===== src/rtl/mbrtu_pkg.sv =====
// shared types, constants and crc helper for the modbus rtu two-register read unit
package mbrtu_pkg;

   localparam int QUEUE_DEPTH_DEFAULT = 4;
   localparam int CSR_INDEX_W = 4;
   localparam int CSR_DATA_W = 16;

   localparam logic [15:0] CRC_INIT = 16'hFFFF;
   localparam logic [15:0] CRC_POLY = 16'hA001;
   localparam logic [7:0] FUNC_READ = 8'h03;
   localparam logic [7:0] REG_COUNT = 8'h02;
   localparam logic [7:0] BYTE_COUNT = 8'h04;

   localparam logic [7:0] DEV_ADDR_RESET = 8'h01;
   localparam logic [15:0] TIMEOUT_RESET = 16'd400;

   localparam logic [CSR_INDEX_W-1:0] CSR_DEV_ADDR = CSR_INDEX_W'(0);
   localparam logic [CSR_INDEX_W-1:0] CSR_TIMEOUT = CSR_INDEX_W'(1);

   // reply byte positions
   localparam logic [3:0] RX_ADDR = 4'd0;
   localparam logic [3:0] RX_FUNC = 4'd1;
   localparam logic [3:0] RX_COUNT = 4'd2;
   localparam logic [3:0] RX_HUM_HI = 4'd3;
   localparam logic [3:0] RX_HUM_LO = 4'd4;
   localparam logic [3:0] RX_TEMP_HI = 4'd5;
   localparam logic [3:0] RX_TEMP_LO = 4'd6;
   localparam logic [3:0] RX_CRC_LO = 4'd7;
   localparam logic [3:0] RX_CRC_HI = 4'd8;

   // request byte positions
   localparam logic [2:0] TX_ADDR = 3'd0;
   localparam logic [2:0] TX_FUNC = 3'd1;
   localparam logic [2:0] TX_COUNT_LO = 3'd5;
   localparam logic [2:0] TX_CRC_LO = 3'd6;
   localparam logic [2:0] TX_CRC_HI = 3'd7;

   typedef enum logic [1:0] {
      ACT_BYTE  = 2'd0,
      ACT_TICK  = 2'd1,
      ACT_START = 2'd2
   } action_type;

   typedef enum logic [1:0] {
      ST_OK      = 2'd0,
      ST_TIMEOUT = 2'd1,
      ST_HEADER  = 2'd2,
      ST_CRC     = 2'd3
   } status_type;

   typedef enum logic {
      KIND_TX     = 1'b0,
      KIND_STATUS = 1'b1
   } kind_type;

   typedef struct packed {
      logic              is_start;
      logic [7:0]        addr;
      status_type        status;
      logic [15:0]       humidity;
      logic signed [15:0] temperature;
   } cmd_type;

   function automatic logic [15:0] crc16_byte(input logic [15:0] crc, input logic [7:0] data);
      logic [15:0] c;
      c = crc ^ {8'h00, data};
      for (int i = 0; i < 8; i++) begin
         if (c[0]) begin
            c = (c >> 1) ^ CRC_POLY;
         end else begin
            c = c >> 1;
         end
      end
      return c;
   endfunction

endpackage


===== src/rtl/mbrtu_front.sv =====
// front part: config registers, reply tracking, command generation
module mbrtu_front import mbrtu_pkg::*; (
   input  logic                   clock,
   input  logic                   reset,
   input  logic                   req_valid,
   output logic                   req_stall,
   input  logic [1:0]             req_action,
   input  logic [7:0]             req_rx_byte,
   input  logic                   csr_valid,
   output logic                   csr_ready,
   input  logic [CSR_INDEX_W-1:0] csr_index,
   input  logic [CSR_DATA_W-1:0]  csr_data,
   output logic                   push,
   output cmd_type                push_cmd,
   input  logic                   queue_full
);

   logic [7:0]  addr_ff;
   logic [15:0] timeout_ff;

   logic        awaiting_ff, awaiting_in;
   logic [3:0]  count_ff, count_in;
   logic [15:0] crc_ff, crc_in;
   logic        header_good_ff, header_good_in;
   logic [15:0] elapsed_ff, elapsed_in;
   logic [15:0] hum_ff, hum_in;
   logic [15:0] temp_ff, temp_in;
   logic [7:0]  crc_low_ff, crc_low_in;

   logic        accept;
   logic [15:0] elapsed_sum;
   action_type  act;

   assign csr_ready = 1'b1;
   assign req_stall = queue_full;
   assign accept = req_valid && !queue_full;
   assign act = action_type'(req_action);
   assign elapsed_sum = elapsed_ff + 16'd1;

   // config registers
   always_ff @(posedge clock) begin
      if (reset) begin
         addr_ff <= DEV_ADDR_RESET;
         timeout_ff <= TIMEOUT_RESET;
      end else if (csr_valid) begin
         if (csr_index == CSR_DEV_ADDR) begin
            addr_ff <= csr_data[7:0];
         end else if (csr_index == CSR_TIMEOUT) begin
            timeout_ff <= csr_data[15:0];
         end
      end
   end

   always_comb begin
      logic clear;
      clear = 1'b0;
      awaiting_in = awaiting_ff;
      count_in = count_ff;
      crc_in = crc_ff;
      header_good_in = header_good_ff;
      elapsed_in = elapsed_ff;
      hum_in = hum_ff;
      temp_in = temp_ff;
      crc_low_in = crc_low_ff;
      push = 1'b0;
      push_cmd.is_start = 1'b0;
      push_cmd.addr = addr_ff;
      push_cmd.status = ST_OK;
      push_cmd.humidity = 16'h0000;
      push_cmd.temperature = 16'sh0000;
      if (accept) begin
         case (act)
            ACT_START: begin
               push = 1'b1;
               push_cmd.is_start = 1'b1;
               clear = 1'b1;
            end
            ACT_TICK: begin
               if (awaiting_ff) begin
                  if (elapsed_sum >= timeout_ff) begin
                     push = 1'b1;
                     push_cmd.status = ST_TIMEOUT;
                     clear = 1'b1;
                  end else begin
                     elapsed_in = elapsed_sum;
                  end
               end
            end
            ACT_BYTE: begin
               if (awaiting_ff) begin
                  if (count_ff < RX_CRC_LO) begin
                     crc_in = crc16_byte(crc_ff, req_rx_byte);
                  end
                  case (count_ff)
                     RX_ADDR: begin
                        if (req_rx_byte != addr_ff) header_good_in = 1'b0;
                     end
                     RX_FUNC: begin
                        if (req_rx_byte != FUNC_READ) header_good_in = 1'b0;
                     end
                     RX_COUNT: begin
                        if (req_rx_byte != BYTE_COUNT) header_good_in = 1'b0;
                     end
                     RX_HUM_HI: hum_in = {req_rx_byte, hum_ff[7:0]};
                     RX_HUM_LO: hum_in = {hum_ff[15:8], req_rx_byte};
                     RX_TEMP_HI: temp_in = {req_rx_byte, temp_ff[7:0]};
                     RX_TEMP_LO: temp_in = {temp_ff[15:8], req_rx_byte};
                     RX_CRC_LO: crc_low_in = req_rx_byte;
                     default: ;
                  endcase
                  if (count_ff == RX_CRC_HI) begin
                     push = 1'b1;
                     clear = 1'b1;
                     if (!header_good_ff) begin
                        push_cmd.status = ST_HEADER;
                     end else if ({req_rx_byte, crc_low_ff} != crc_ff) begin
                        push_cmd.status = ST_CRC;
                     end else begin
                        push_cmd.humidity = hum_ff;
                        push_cmd.temperature = temp_ff;
                     end
                  end else begin
                     count_in = count_ff + 4'd1;
                  end
               end
            end
            default: ;
         endcase
      end
      if (clear) begin
         awaiting_in = (act == ACT_START);
         count_in = 4'd0;
         crc_in = CRC_INIT;
         header_good_in = 1'b1;
         elapsed_in = 16'h0000;
         hum_in = 16'h0000;
         temp_in = 16'h0000;
         crc_low_in = 8'h00;
      end
   end

   always_ff @(posedge clock) begin
      if (reset) begin
         awaiting_ff <= 1'b0;
         count_ff <= 4'd0;
         crc_ff <= CRC_INIT;
         header_good_ff <= 1'b1;
         elapsed_ff <= 16'h0000;
         hum_ff <= 16'h0000;
         temp_ff <= 16'h0000;
         crc_low_ff <= 8'h00;
      end else begin
         awaiting_ff <= awaiting_in;
         count_ff <= count_in;
         crc_ff <= crc_in;
         header_good_ff <= header_good_in;
         elapsed_ff <= elapsed_in;
         hum_ff <= hum_in;
         temp_ff <= temp_in;
         crc_low_ff <= crc_low_in;
      end
   end

endmodule


===== src/rtl/mbrtu_queue.sv =====
// short command queue between front and back parts
module mbrtu_queue import mbrtu_pkg::*; #(
   parameter int DEPTH = QUEUE_DEPTH_DEFAULT
) (
   input  logic    clock,
   input  logic    reset,
   input  logic    push,
   input  cmd_type push_cmd,
   output logic    full,
   input  logic    pop,
   output logic    head_valid,
   output cmd_type head_cmd
);

   localparam int PTR_W = (DEPTH > 1) ? $clog2(DEPTH) : 1;
   localparam int CNT_W = $clog2(DEPTH + 1);

   cmd_type            mem_ff [DEPTH];
   logic [PTR_W-1:0]   wr_ptr_ff, wr_ptr_in;
   logic [PTR_W-1:0]   rd_ptr_ff, rd_ptr_in;
   logic [CNT_W-1:0]   count_ff, count_in;
   logic               do_pop;

   assign full = (count_ff == CNT_W'(DEPTH));
   assign head_valid = (count_ff != '0);
   assign head_cmd = mem_ff[rd_ptr_ff];
   assign do_pop = pop && head_valid;

   always_comb begin
      wr_ptr_in = wr_ptr_ff;
      rd_ptr_in = rd_ptr_ff;
      count_in = count_ff;
      if (push) begin
         wr_ptr_in = (wr_ptr_ff == PTR_W'(DEPTH - 1)) ? '0 : wr_ptr_ff + PTR_W'(1);
      end
      if (do_pop) begin
         rd_ptr_in = (rd_ptr_ff == PTR_W'(DEPTH - 1)) ? '0 : rd_ptr_ff + PTR_W'(1);
      end
      if (push && !do_pop) begin
         count_in = count_ff + CNT_W'(1);
      end else if (do_pop && !push) begin
         count_in = count_ff - CNT_W'(1);
      end
   end

   always_ff @(posedge clock) begin
      if (push) begin
         mem_ff[wr_ptr_ff] <= push_cmd;
      end
   end

   always_ff @(posedge clock) begin
      if (reset) begin
         wr_ptr_ff <= '0;
         rd_ptr_ff <= '0;
         count_ff <= '0;
      end else begin
         wr_ptr_ff <= wr_ptr_in;
         rd_ptr_ff <= rd_ptr_in;
         count_ff <= count_in;
      end
   end

endmodule


===== src/rtl/mbrtu_back.sv =====
// back part: expands commands into request bytes or one status, output register
module mbrtu_back import mbrtu_pkg::*; (
   input  logic              clock,
   input  logic              reset,
   input  logic              head_valid,
   input  cmd_type           head_cmd,
   output logic              pop,
   output logic              rsp_valid,
   input  logic              rsp_stall,
   output logic              rsp_kind,
   output logic [7:0]        rsp_tx_byte,
   output logic [1:0]        rsp_status,
   output logic [15:0]       rsp_humidity_raw,
   output logic signed [15:0] rsp_temperature_raw,
   output logic              rsp_last
);

   logic              valid_ff;
   logic              kind_ff, kind_in;
   logic [7:0]        tx_ff, tx_in;
   logic [1:0]        status_ff, status_in;
   logic [15:0]       hum_ff, hum_in;
   logic signed [15:0] temp_ff, temp_in;
   logic              last_ff, last_in;
   logic [2:0]        idx_ff, idx_in;
   logic [15:0]       crc_ff, crc_in;
   logic              load;
   logic [15:0]       crc_base;

   assign load = head_valid && (!valid_ff || !rsp_stall);
   assign crc_base = (idx_ff == TX_ADDR) ? CRC_INIT : crc_ff;

   always_comb begin
      kind_in = KIND_STATUS;
      tx_in = 8'h00;
      status_in = head_cmd.status;
      hum_in = head_cmd.humidity;
      temp_in = head_cmd.temperature;
      last_in = 1'b1;
      idx_in = idx_ff;
      crc_in = crc_ff;
      pop = 1'b0;
      if (head_cmd.is_start) begin
         kind_in = KIND_TX;
         status_in = ST_OK;
         hum_in = 16'h0000;
         temp_in = 16'sh0000;
         last_in = (idx_ff == TX_CRC_HI);
         case (idx_ff)
            TX_ADDR: tx_in = head_cmd.addr;
            TX_FUNC: tx_in = FUNC_READ;
            TX_COUNT_LO: tx_in = REG_COUNT;
            TX_CRC_LO: tx_in = crc_ff[7:0];
            TX_CRC_HI: tx_in = crc_ff[15:8];
            default: tx_in = 8'h00;
         endcase
         if (load) begin
            if (idx_ff < TX_CRC_LO) begin
               crc_in = crc16_byte(crc_base, tx_in);
            end
            if (idx_ff == TX_CRC_HI) begin
               idx_in = TX_ADDR;
               pop = 1'b1;
            end else begin
               idx_in = idx_ff + 3'd1;
            end
         end
      end else begin
         pop = load;
      end
   end

   always_ff @(posedge clock) begin
      if (reset) begin
         valid_ff <= 1'b0;
         idx_ff <= TX_ADDR;
      end else begin
         idx_ff <= idx_in;
         if (load) begin
            valid_ff <= 1'b1;
         end else if (!rsp_stall) begin
            valid_ff <= 1'b0;
         end
      end
   end

   always_ff @(posedge clock) begin
      crc_ff <= crc_in;
      if (load) begin
         kind_ff <= kind_in;
         tx_ff <= tx_in;
         status_ff <= status_in;
         hum_ff <= hum_in;
         temp_ff <= temp_in;
         last_ff <= last_in;
      end
   end

   assign rsp_valid = valid_ff;
   assign rsp_kind = kind_ff;
   assign rsp_tx_byte = tx_ff;
   assign rsp_status = status_ff;
   assign rsp_humidity_raw = hum_ff;
   assign rsp_temperature_raw = temp_ff;
   assign rsp_last = last_ff;

endmodule


===== src/rtl/modbus_rtu_read_two_registers_unit.sv =====
// top level of the modbus rtu two-register read unit
//
//  channel  direction  handshake            payload
//  req_     in         req_valid/req_stall  action, rx_byte
//  rsp_     out        rsp_valid/rsp_stall  kind, tx_byte, status, humidity_raw,
//                                           temperature_raw, last
//  csr_     in         csr_valid/csr_ready  index, data (0 device address, 1 timeout)
//
// a received byte or tick request is handled in the front part; a start
// request puts one command in the queue, which the back part turns into 8
// request bytes at one per cycle while rsp_stall is low.
// requests are stalled only while the command queue is full.
// reset is synchronous and returns the unit to idle with default registers.
module modbus_rtu_read_two_registers_unit import mbrtu_pkg::*; #(
   parameter int QUEUE_DEPTH = QUEUE_DEPTH_DEFAULT
) (
   input  logic                   clock,
   input  logic                   reset,
   input  logic                   req_valid,
   output logic                   req_stall,
   input  logic [1:0]             req_action,
   input  logic [7:0]             req_rx_byte,
   output logic                   rsp_valid,
   input  logic                   rsp_stall,
   output logic                   rsp_kind,
   output logic [7:0]             rsp_tx_byte,
   output logic [1:0]             rsp_status,
   output logic [15:0]            rsp_humidity_raw,
   output logic signed [15:0]     rsp_temperature_raw,
   output logic                   rsp_last,
   input  logic                   csr_valid,
   output logic                   csr_ready,
   input  logic [CSR_INDEX_W-1:0] csr_index,
   input  logic [CSR_DATA_W-1:0]  csr_data
);

   logic    push, full, pop, head_valid;
   cmd_type push_cmd, head_cmd;

   mbrtu_front u_front (
      .clock      (clock),
      .reset      (reset),
      .req_valid  (req_valid),
      .req_stall  (req_stall),
      .req_action (req_action),
      .req_rx_byte(req_rx_byte),
      .csr_valid  (csr_valid),
      .csr_ready  (csr_ready),
      .csr_index  (csr_index),
      .csr_data   (csr_data),
      .push       (push),
      .push_cmd   (push_cmd),
      .queue_full (full)
   );

   mbrtu_queue #(
      .DEPTH(QUEUE_DEPTH)
   ) u_queue (
      .clock     (clock),
      .reset     (reset),
      .push      (push),
      .push_cmd  (push_cmd),
      .full      (full),
      .pop       (pop),
      .head_valid(head_valid),
      .head_cmd  (head_cmd)
   );

   mbrtu_back u_back (
      .clock              (clock),
      .reset              (reset),
      .head_valid         (head_valid),
      .head_cmd           (head_cmd),
      .pop                (pop),
      .rsp_valid          (rsp_valid),
      .rsp_stall          (rsp_stall),
      .rsp_kind           (rsp_kind),
      .rsp_tx_byte        (rsp_tx_byte),
      .rsp_status         (rsp_status),
      .rsp_humidity_raw   (rsp_humidity_raw),
      .rsp_temperature_raw(rsp_temperature_raw),
      .rsp_last           (rsp_last)
   );

endmodule


===== config.mk =====
export PLATFORM = sky130hd
export DESIGN_NAME = modbus_rtu_read_two_registers_unit
export DESIGN_NICKNAME = d
export VERILOG_FILES = /design/src/rtl/mbrtu_pkg.sv /design/src/rtl/mbrtu_front.sv /design/src/rtl/mbrtu_queue.sv /design/src/rtl/mbrtu_back.sv /design/src/rtl/modbus_rtu_read_two_registers_unit.sv
export SDC_FILE = /design/constraint.sdc
export NUM_CORES = 1
export LEC_CHECK = 0
export BUFFER_PORTS_ARGS = -buffer_cell sky130_fd_sc_hd__buf_2
export CORE_MARGIN = 2
export CORE_UTILIZATION = 50
export DETAILED_ROUTE_END_ITERATION = 7
export PLACE_DENSITY = 0.71
export SLEW_MARGIN = 20
export SYNTH_ARGS = -nofsm -noshare
export SYNTH_HDL_FRONTEND = slang
export SYNTH_SLANG_ARGS = --single-unit

===== constraint.sdc =====
create_clock -name clock -period 5.9 [get_ports clock]
set_input_delay 1.18 -clock clock [delete_from_list [all_inputs] [get_ports clock]]
set_output_delay 1.18 -clock clock [all_outputs]
set_load 0.1 [all_outputs]

## Yosys cells after proc, flatten, opt, wreduce, memory -nomap -nowiden

Memories as Yosys holds them, arrays and structs flattened. A register that Yosys moved wholly into a read port is not among the register bits.
Cells that the tools add are included.
W data, S select, Z words.

| word-level totals | value |
|---|---|
| bits in registers | 173 |
| memory bits (writable) | 172 |
| bits of input ports | 35 |
| output and inout bits | 47 |
| memories kept | 1 |

| cells by class | value |
|---|---|
| add/sub/neg operators | 7 |
| order comparisons | 3 |
| equality and inequality tests | 26 |
| mux-type cells | 108 |
| bitwise gates (word level) | 25 |
| reduce and logical (&&, ||, !) cells | 32 |

Memory list:

| name | depth | width | read ports | clocked after memory_dff | wr ports | RTL line | RTL |
|---|---|---|---|---|---|---|---|
| u_queue.mem_ff | 4 | 43 | 1 | 1 | 1 | mbrtu_queue.sv:18 | `cmd_type mem_ff [DEPTH];` |

Operators by type and width:

| cell | count |
|---|---|
| $mux W16 | 65 |
| $mux W34 | 3 |
| $mux W32 | 3 |
| $pmux W16 S2 | 2 |
| $not A2 Y3 | 16 |
| $pmux W8 S5 | 1 |
| $xor A16 B8 Y16 | 2 |
| $reduce_and A5 Y1 | 4 |
| $mux W1 | 19 |
| $add A16 B1 Y16 const B | 1 |
| $eq A4 B3 Y1 const B | 4 |
| $ge A16 B16 Y1 | 1 |
| $ne A16 B16 Y1 | 1 |
| $reduce_and A4 Y1 | 4 |
| $mux W14 | 1 |
| $mux W2 | 7 |
| $eq A3 B3 Y1 const B | 4 |
| $mux W3 | 3 |
| $eq A4 B1 Y1 const B | 2 |
| $eq A4 B2 Y1 const B | 2 |
| $logic_not A4 Y1 | 2 |
| $mux W8 | 1 |
| $ne A2 B1 Y1 const B | 4 |
| $ne A8 B2 Y1 const B | 1 |
| other kinds (26) | 48 |

## Depth between registers and ports, before layout

Gate-level depths: netlist (run 1).

| depth | value |
|---|---|
| depth in word-level cells | 45 |
| mapped depth | 19 |
| gate-level depth less buffers | 18 |

## Modules after synthesis

From an unflattened synthesis (run 1), not the netlist that was laid out.

| unflattened totals | value |
|---|---|
| cells, all modules | 1,143 |
| area total of the unflattened synthesis | 15,298.4 um^2 |

By module, submodules not included:

| module | instances | cells an instance | area an instance (um^2) |
|---|---|---|---|
| mbrtu_queue | 1 | 269 | 6,717.7 |
| mbrtu_front | 1 | 634 | 5,524.0 |
| mbrtu_back | 1 | 240 | 3,056.7 |

## Least setup slack after synthesis (run 1)

No wires, ideal clock.

| timing | value |
|---|---|
| path type | input-to-reg |
| start | input rsp_stall |
| end | register u_back.crc_ff[0], enable pin |
| arrival | 4,941 ps |
| required time | 5,506 ps |
| setup slack | 565 ps |
| stages on the path | 3 |
| buffers on the path | 0 |
| path through | a21oi_1 -> nand2_1 -> a21oi_1 |

| on the way | value |
|---|---|
| longest elaborated chain between the ends | 4 |

Ends and longest elaborated chain:

| element | RTL line | RTL |
|---|---|---|
| start, declared | modbus_rtu_read_two_registers_unit.sv:24 | `input logic rsp_stall,` |
| $logic_not A1 Y1 | mbrtu_back.sv:30 | `assign load = head_valid && (!valid_ff \|\| !rsp_stall);` |
| $logic_or A1 B1 Y1 | mbrtu_back.sv:30 |  |
| $logic_and A1 B1 Y1 | mbrtu_back.sv:30 |  |
| $reduce_and A3 Y1 (no source line) | - |  |
| end signal, assigned | mbrtu_back.sv:88 | `crc_ff <= crc_in;` |
| end, declared | mbrtu_back.sv:26 | `logic [15:0] crc_ff, crc_in;` |

No other way between the ends.
A chain may end at the register's enable or synchronous reset.

## Worst setup path in the final report (run 1)

| timing | value |
|---|---|
| start | register u_front.elapsed_ff[2] |
| end | memory u_queue.mem_ff[0][25] (netlist name), enable pin |

| on the way | value |
|---|---|
| longest elaborated chain between the ends | 8 |

Ends and longest elaborated chain:

| element | RTL line | RTL |
|---|---|---|
| start, declared | mbrtu_front.sv:25 | `logic [15:0] elapsed_ff, elapsed_in;` |
| start signal, assigned | mbrtu_front.sv:157 | `elapsed_ff <= elapsed_in;` |
| $add A16 B1 Y16 | mbrtu_front.sv:38 | `assign elapsed_sum = elapsed_ff + 16'd1;` |
| named net u_front.elapsed_sum[9] | mbrtu_front.sv:31 | `logic [15:0] elapsed_sum;` |
| $ge A16 B16 Y1 | mbrtu_front.sv:80 | `if (elapsed_sum >= timeout_ff) begin` |
| $mux W1 | mbrtu_front.sv:80 |  |
| $mux W1 | mbrtu_front.sv:79 | `if (awaiting_ff) begin` |
| $pmux W1 S3 | mbrtu_front.sv:72 | `case (act)` |
| $mux W1 | mbrtu_front.sv:71 | `if (accept) begin` |
| named net push | modbus_rtu_read_two_registers_unit.sv:37 | `logic push, full, pop, head_valid;` |
| $mux W1 | mbrtu_queue.sv:47 | `if (push) begin` |
| $mux W1 (not written as such) | mbrtu_queue.sv:48 | `mem_ff[wr_ptr_ff] <= push_cmd;` |
| end, declared | mbrtu_queue.sv:18 |  |

The timed path passes the listed nets, and every way through them passes these cells.

==> results of run 1 <==
-- logic make-up (layout without fill, tap and decap cells) --
family,Yosys count,count (layout),share of synthesized area (%)
other,1,2,0.0251
AO/OA/AOI/OAI,142,142,6.20
adder cells (fa/ha/maj),33,33,2.82
AND/OR/NAND/NOR,356,356,11.9
buffers and inverters,96,190,2.53
flip-flops,347,347,62.1
multiplexers,93,93,9.84
XOR/XNOR,75,75,4.60
-- Yosys cell counts (8+ instances only) --
master and n:
clkbuf_1 51, nor3_1 12, xor2_1 30, a21o_1 8, or3_1 8, ha_1 32, nor2_1 74, o22ai_1 13
mux4_2 43, nand4_1 12, inv_1 31, edfxtp_1 232, mux2i_1 50, nand2b_1 18, o211ai_1 18, nand2_1 103
and2_1 42, a21oi_1 50, nor2b_1 38, dfxtp_1 115, xnor2_1 41, nand3_1 21, a31oi_1 12
-- area by class of cell --
cell class	count	area, um2
Sequential cell	347	9270
Tap cell	390	488
Clock inverter	16	166
Timing Repair Buffer	92	490
Inverter	31	116
Multi-Input combinational cell	700	5320
Fill cell	2416	12600
Clock buffer	51	1000
Antenna cell	1	2.50
-- state kept, by name, summed over array words and instances, names as in the netlist, 3 cells and up, named ones only --
register                    cells
u_front.hum_ff                 16
u_back.rsp_humidity_raw        16
u_front.crc_ff                 16
u_back.crc_ff                  16
u_front.count_ff                4
u_front.temp_ff                16
u_front.timeout_ff             16
u_front.elapsed_ff             16
u_front.crc_low_ff              8
u_back.rsp_temperature_raw     16
u_queue.mem_ff                172
u_back.rsp_tx_byte              8
u_front.addr_ff                 8
u_queue.count_ff                3
u_back.idx_ff                   3
-- path summary, 6_finish.rpt --
check | endpoint | slack (ns) | cells after the start
worst max-delay path | u_queue.mem_ff[0][25]$_DFFE_PP_ | 1.71 | 15
worst min-delay path | u_front.hum_ff[12]$_SDFFE_PP0P_ | 0.45 | 2
worst max register to register | u_queue.mem_ff[0][25]$_DFFE_PP_ | 1.71 | 15
worst min register to register | u_front.hum_ff[12]$_SDFFE_PP0P_ | 0.45 | 2
-- routing by layer --
metal  GRT usage, %  share of wire [%]  vias up
met5              0                  0        -
met4           5.41                2.1        0
met3           3.61                5.5       53
met2           32.5                 48      228
met1           27.0                 44     4465
li1               -                  -     4293
-- critical path: stages (launching register included) --
cell	delay [ns]
dfxtp_1	0.42
and3_1	0.20
and3_1	0.33
nand3_1	0.18
nor2_1	0.21
xor2_1	0.10
ha_1	0.30
a21o_1	0.10
a21o_1	0.10
a21oi_1	0.06
o21ai_1	0.10
a21oi_1	0.09
buf_4	0.20
o21ai_1	0.33
and2_2	0.71
buf_4	0.41
-- report_power, final --
group,internal (mW),switching (mW)
clock,1.32,0.916
combinational,0.671,1.98
sequential,2.99,0.132
total,4.98,3.03
==> flow_summary.yaml, run 1 <==
status:
  status: "completed"
die:
  core_area_um2: 29500
  die_area_um2: 31300
  die_w_um: 177
  rows: 63
  initial_utilization_pct: 50.6
  die_h_um: 177
  ioPinCount: 82
grt:
  gr-usage-all-layers_pct: 19.7
  grt_pass1_vias: 8884
  grt_pass1_wl_um: 48100
  gr-total-overflow: 0
  grt_max_degree: 48
  antenna_found_initial: 0
critical_path:
  critPathKind: "flip-flop to flip-flop"
  crit_path_max_fanout: 26
  crit_required_ns: 6.07
  end_kind: "flip-flop"
  crit_start: "u_front.elapsed_ff[2]$_SDFFE_PP0P_"
  critPathLaunchType: "flip-flop"
  cp.arrival_ns: 4.36
  reg2reg_from: "u_front.elapsed_ff[2]$_SDFFE_PP0P_"
job:
  drv_cap: 0
min_path:
  hold_path_class: "flip-flop to flip-flop"
  holdCritStartpoint: "u_front.hum_ff[12]$_SDFFE_PP0P_"
drt:
  via_per_inst: 5.55
  drc: 0
  vias: 9039
  drt_iter0_drc: 559
  wirelength_um: 30300
  antenna_left: 0
  dr.pass1.iters: 5
  wl_per_cell_um: 18.6
timing:
  tightest_slew_ns: 0.938
  holdWs_ns: 0.446
  slew_headroom_pct: 37.3
  rsz0062_at_grt: "no"
  setup_viol: 0
  finalWorstSetupSlack_ns: 1.71
  period_share_pct: 71.0
  period_needed_ns: 4.19
  slew_violations: 0
  setup_tns_ns: 0
  fmax_mhz: 239
  hold_viol: 0
  finClkSkew_ns: 0.0213
logic_synthesis:
  netlist_top_cells_area: "edfxtp_1, dfxtp_1, mux4_2, mux2i_1, ha_1"
  netlist_instances: 1143
  synth_cell_types: 60
  ys_seq_elements: 347
  synth_edf_count: 232
  async_reset_ff_share_pct: 0
  synth_seq_area_share_pct: 62.1
  syn_area_um2: 14900
  syn_nets: 1211
  yosysTopAreaCellShare_pct: 46.7
  synth_warnings: 0
  synth_top_area_cell: "edfxtp_1"
  ys.flop_type: "edfxtp_1"
  syn_area_per_cell_um2: 13.1
placement:
  place_ws_ns: 1.54
  place_inst: 1560
  place_area_um2: 15700
  numPortBuffers: 80
  place.gp.congestion: 0.802
  dpl.hpwl_um: 19200
final_layout:
  drive_gt1_share_pct: 16.5
  nNetsFinal: 1277
  layoutNonFillerInstCount: 1628
  final_common_cell: "edfxtp_1"
  fin_util_pct: 57.2
  design_area_um2: 16900
  area_growth_pct: 12.9
  final_cell_mix: "edfxtp_1, dfxtp_1, nand2_1"
cts:
  insertion_delay_ns: 0.52
  cts_tree: "done"
  cts_buffer_depth: 3
  ctsResizeCount: 0
  postCtsHoldBufs: 0
  cts.sinks: 347
  cts_root_buf: "clkbuf_16"
  clk_pin_slew_ns: 0.06
  htreeDepth: 2
  post-cts-setup-buffers: 0
  cts-buffers-inserted: 37
pwr:
  p_leak_nw: 6.28
  p_per_area_nw_per_um2: 475
  max-vdd-ir-drop_uv: 280
  totalPowerFinal_mw: 8.01
Power figures use the tool's default switching activity.
==> run 2: changes to the inputs <==
Settings changed: PLACE_DENSITY 0.71 to 0.74.
Clock period 5.9 ns to 3.5 ns, I/O delays scaled along.
==> flow_summary.yaml, run 2 (synthesized netlist as in run 1, its figures left out) <==
status:
  status: "completed"
pwr:
  p_per_area_nw_per_um2: 786
  swShare_pct: 37.3
  totalPowerFinal_mw: 13.5
  switching_power_mw: 5.04
  internal-power_mw: 8.48
  max-vdd-ir-drop_uv: 427
  seqPwrFrac_pct: 38.8
  p_leak_nw: 6.43
  p_clk_share_pct: 28.0
  power_frac_comb_pct: 33.2
job:
  drv_cap: 0
die:
  die_w_um: 177
  core_area_um2: 29500
  initial_utilization_pct: 50.6
  ioPinCount: 82
  die_h_um: 177
  rows: 63
  die_area_um2: 31300
critical_path:
  critPathKind: "flip-flop to flip-flop"
  crit_family: "compound AO/OA/AOI/OAI gates"
  critPathLaunchType: "flip-flop"
  slowest_delay_ns: 0.37
  crit_path_max_fanout: 6
  end_kind: "flip-flop"
  path_cells: "and3_4 -> and3_4 -> buf_4 -> xor2_1 -> ha_1 -> a21o_1 -> a31oi_1 -> o21a_1 -> o21ai_2 -> a21oi_2 -> o21ai_2 -> ha_2 -> inv_2 -> fa_2 -> xor2_1 -> or3_1 -> a21oi_1"
  cp.arrival_ns: 3.83
  crit_required_ns: 3.95
  critPathSlowestCell: "fa_2"
  worstPathBufferInverterCount: 2
final_layout:
  nNetsFinal: 1300
  final_common_cell: "edfxtp_1"
  regMostFlops: "u_queue.mem_ff"
  largest_reg_flops: 172
  drive_gt1_share_pct: 20.2
  design_area_um2: 17200
  final_cell_mix: "edfxtp_1, dfxtp_1, nand2_1"
  area_growth_pct: 15.3
  antenna-diode-count: 0
  fin_util_pct: 58.4
cts:
  cts-buffers-inserted: 36
  cts.sinks: 347
  clk_pin_slew_ns: 0.06
  cts_root_buf: "clkbuf_16"
  htreeDepth: 2
  cts_tree: "done"
  cts_buffer_depth: 3
  insertion_delay_ns: 0.52
placement:
  dpl.hpwl_um: 18500
  place_ws_ns: -0.0817
  numPortBuffers: 80
  place_area_um2: 15900
  place.gp.congestion: 0.810
timing:
  setup_tns_ns: 0
  fmax_mhz: 296
  slew_headroom_pct: 37.6
  finClkSkew_ns: 0.0221
  hold_viol: 0
  slew_violations: 0
  rsz0062_at_grt: "yes"
  tightest_slew_ns: 0.933
  finalWorstSetupSlack_ns: 0.119
  setup_viol: 0
  period_share_pct: 96.6
  period_needed_ns: 3.38
grt:
  gr-total-overflow: 0
  grt_max_degree: 46
  grt_pass1_vias: 8994
  grt_pass1_wl_um: 47600
  gr-usage-all-layers_pct: 19.4
  antenna_found_initial: 0
drt:
  via_per_inst: 5.52
  drc: 0
  wl_per_cell_um: 18.1
  drt_iter0_drc: 746
  dr.pass1.iters: 5
  vias: 9115
  antenna_left: 0
  wirelength_um: 29800
min_path:
  hold_path_class: "primary input to flip-flop"
-- run 2: cell count changes in the layout (fill, tap and decap cells not counted), moves of 4 or more --
| cell | change |
|---|---|
| and3_4 | +4 |
| nor2_1 | -4 |
| buf_4 | +20 |
| buf_12 | +4 |
-- run 2: cell type report --
| cell class | count | area, um2 |
|---|---|---|
| Fill cell | 2323 | 12300 |
| Sequential cell | 347 | 9280 |
| Multi-Input combinational cell | 700 | 5430 |
| Clock buffer | 51 | 998 |
| Timing Repair Buffer | 116 | 721 |
| Tap cell | 390 | 488 |
| Clock inverter | 15 | 181 |
| Inverter | 31 | 116 |
-- run 2: metrics by stage --
| stage | cells | hold WS, ns |
|---|---|---|
| final | 1650 | 0.415 |
| after CTS | 1647 | 0.399 |
| after global placement | 1581 | 0.434 |
| after floorplan | 1143 | 0.427 |
| after detailed placement | 1581 | 0.442 |
| after global routing | 1650 | 0.415 |
-- run 2: path summary, 6_finish.rpt --
kind | endpoint | depth (start not counted) | slack (ns) | startpoint
setup / recovery | u_queue.count_ff[2]$_SDFFE_PP0P_ | 17 | 0.12 | u_front.elapsed_ff[4]$_SDFFE_PP0P_
hold / removal | u_front.timeout_ff[8]$_SDFFE_PP1P_ | 3 | 0.41 | csr_data[8]
setup reg to reg | u_queue.count_ff[2]$_SDFFE_PP0P_ | 17 | 0.12 | u_front.elapsed_ff[4]$_SDFFE_PP0P_
hold reg to reg | u_front.hum_ff[11]$_SDFFE_PP0P_ | 2 | 0.45 | u_front.hum_ff[11]$_SDFFE_PP0P_
-- run 2: worst reg2reg max path, stage by stage, from the launching register on --
cell     delay [ns]
dfxtp_2        0.32
and3_4         0.18
and3_4         0.22
buf_4          0.14
xor2_1         0.14
ha_1           0.30
a21o_1         0.11
a31oi_1        0.04
o21a_1         0.21
o21ai_2        0.18
a21oi_2        0.09
o21ai_2        0.15
ha_2           0.21
inv_2          0.05
fa_2           0.37
xor2_1         0.15
or3_1          0.34
a21oi_1        0.12
-- run 2: per-layer routing --
layer  share of wire, %  wire length (um)  GRT usage (%)  vias up
met3                5.0              1480           2.96       57
met5                  0                 0              0        -
met1                 44             13100           26.5     4488
met2                 49             14500           32.2      241
li1                   -                 -              -     4329
met4                2.4               716           5.51        0
-- run 2: what timing repair did --
| item | 4_1_cts | 5_1_grt |
|---|---|---|
| setup buffers | 0 | 3 |
| setup endpoints to repair | 1 | 25 |
| resized for setup | 3 | 26 |
| hold buffers | 0 | 0 |
| pin swaps | 0 | 17 |
-- run 2: power by group through the flow --
stage	combinational (mW)	sequential [mW]	clock, mW
global route	4.77	5.29	4.03
detailed placement	4.52	5.33	0
finish	4.50	5.24	3.79
floorplan	1.84	7.25	0
global placement	4.45	5.31	0
CTS	4.53	5.25	3.87
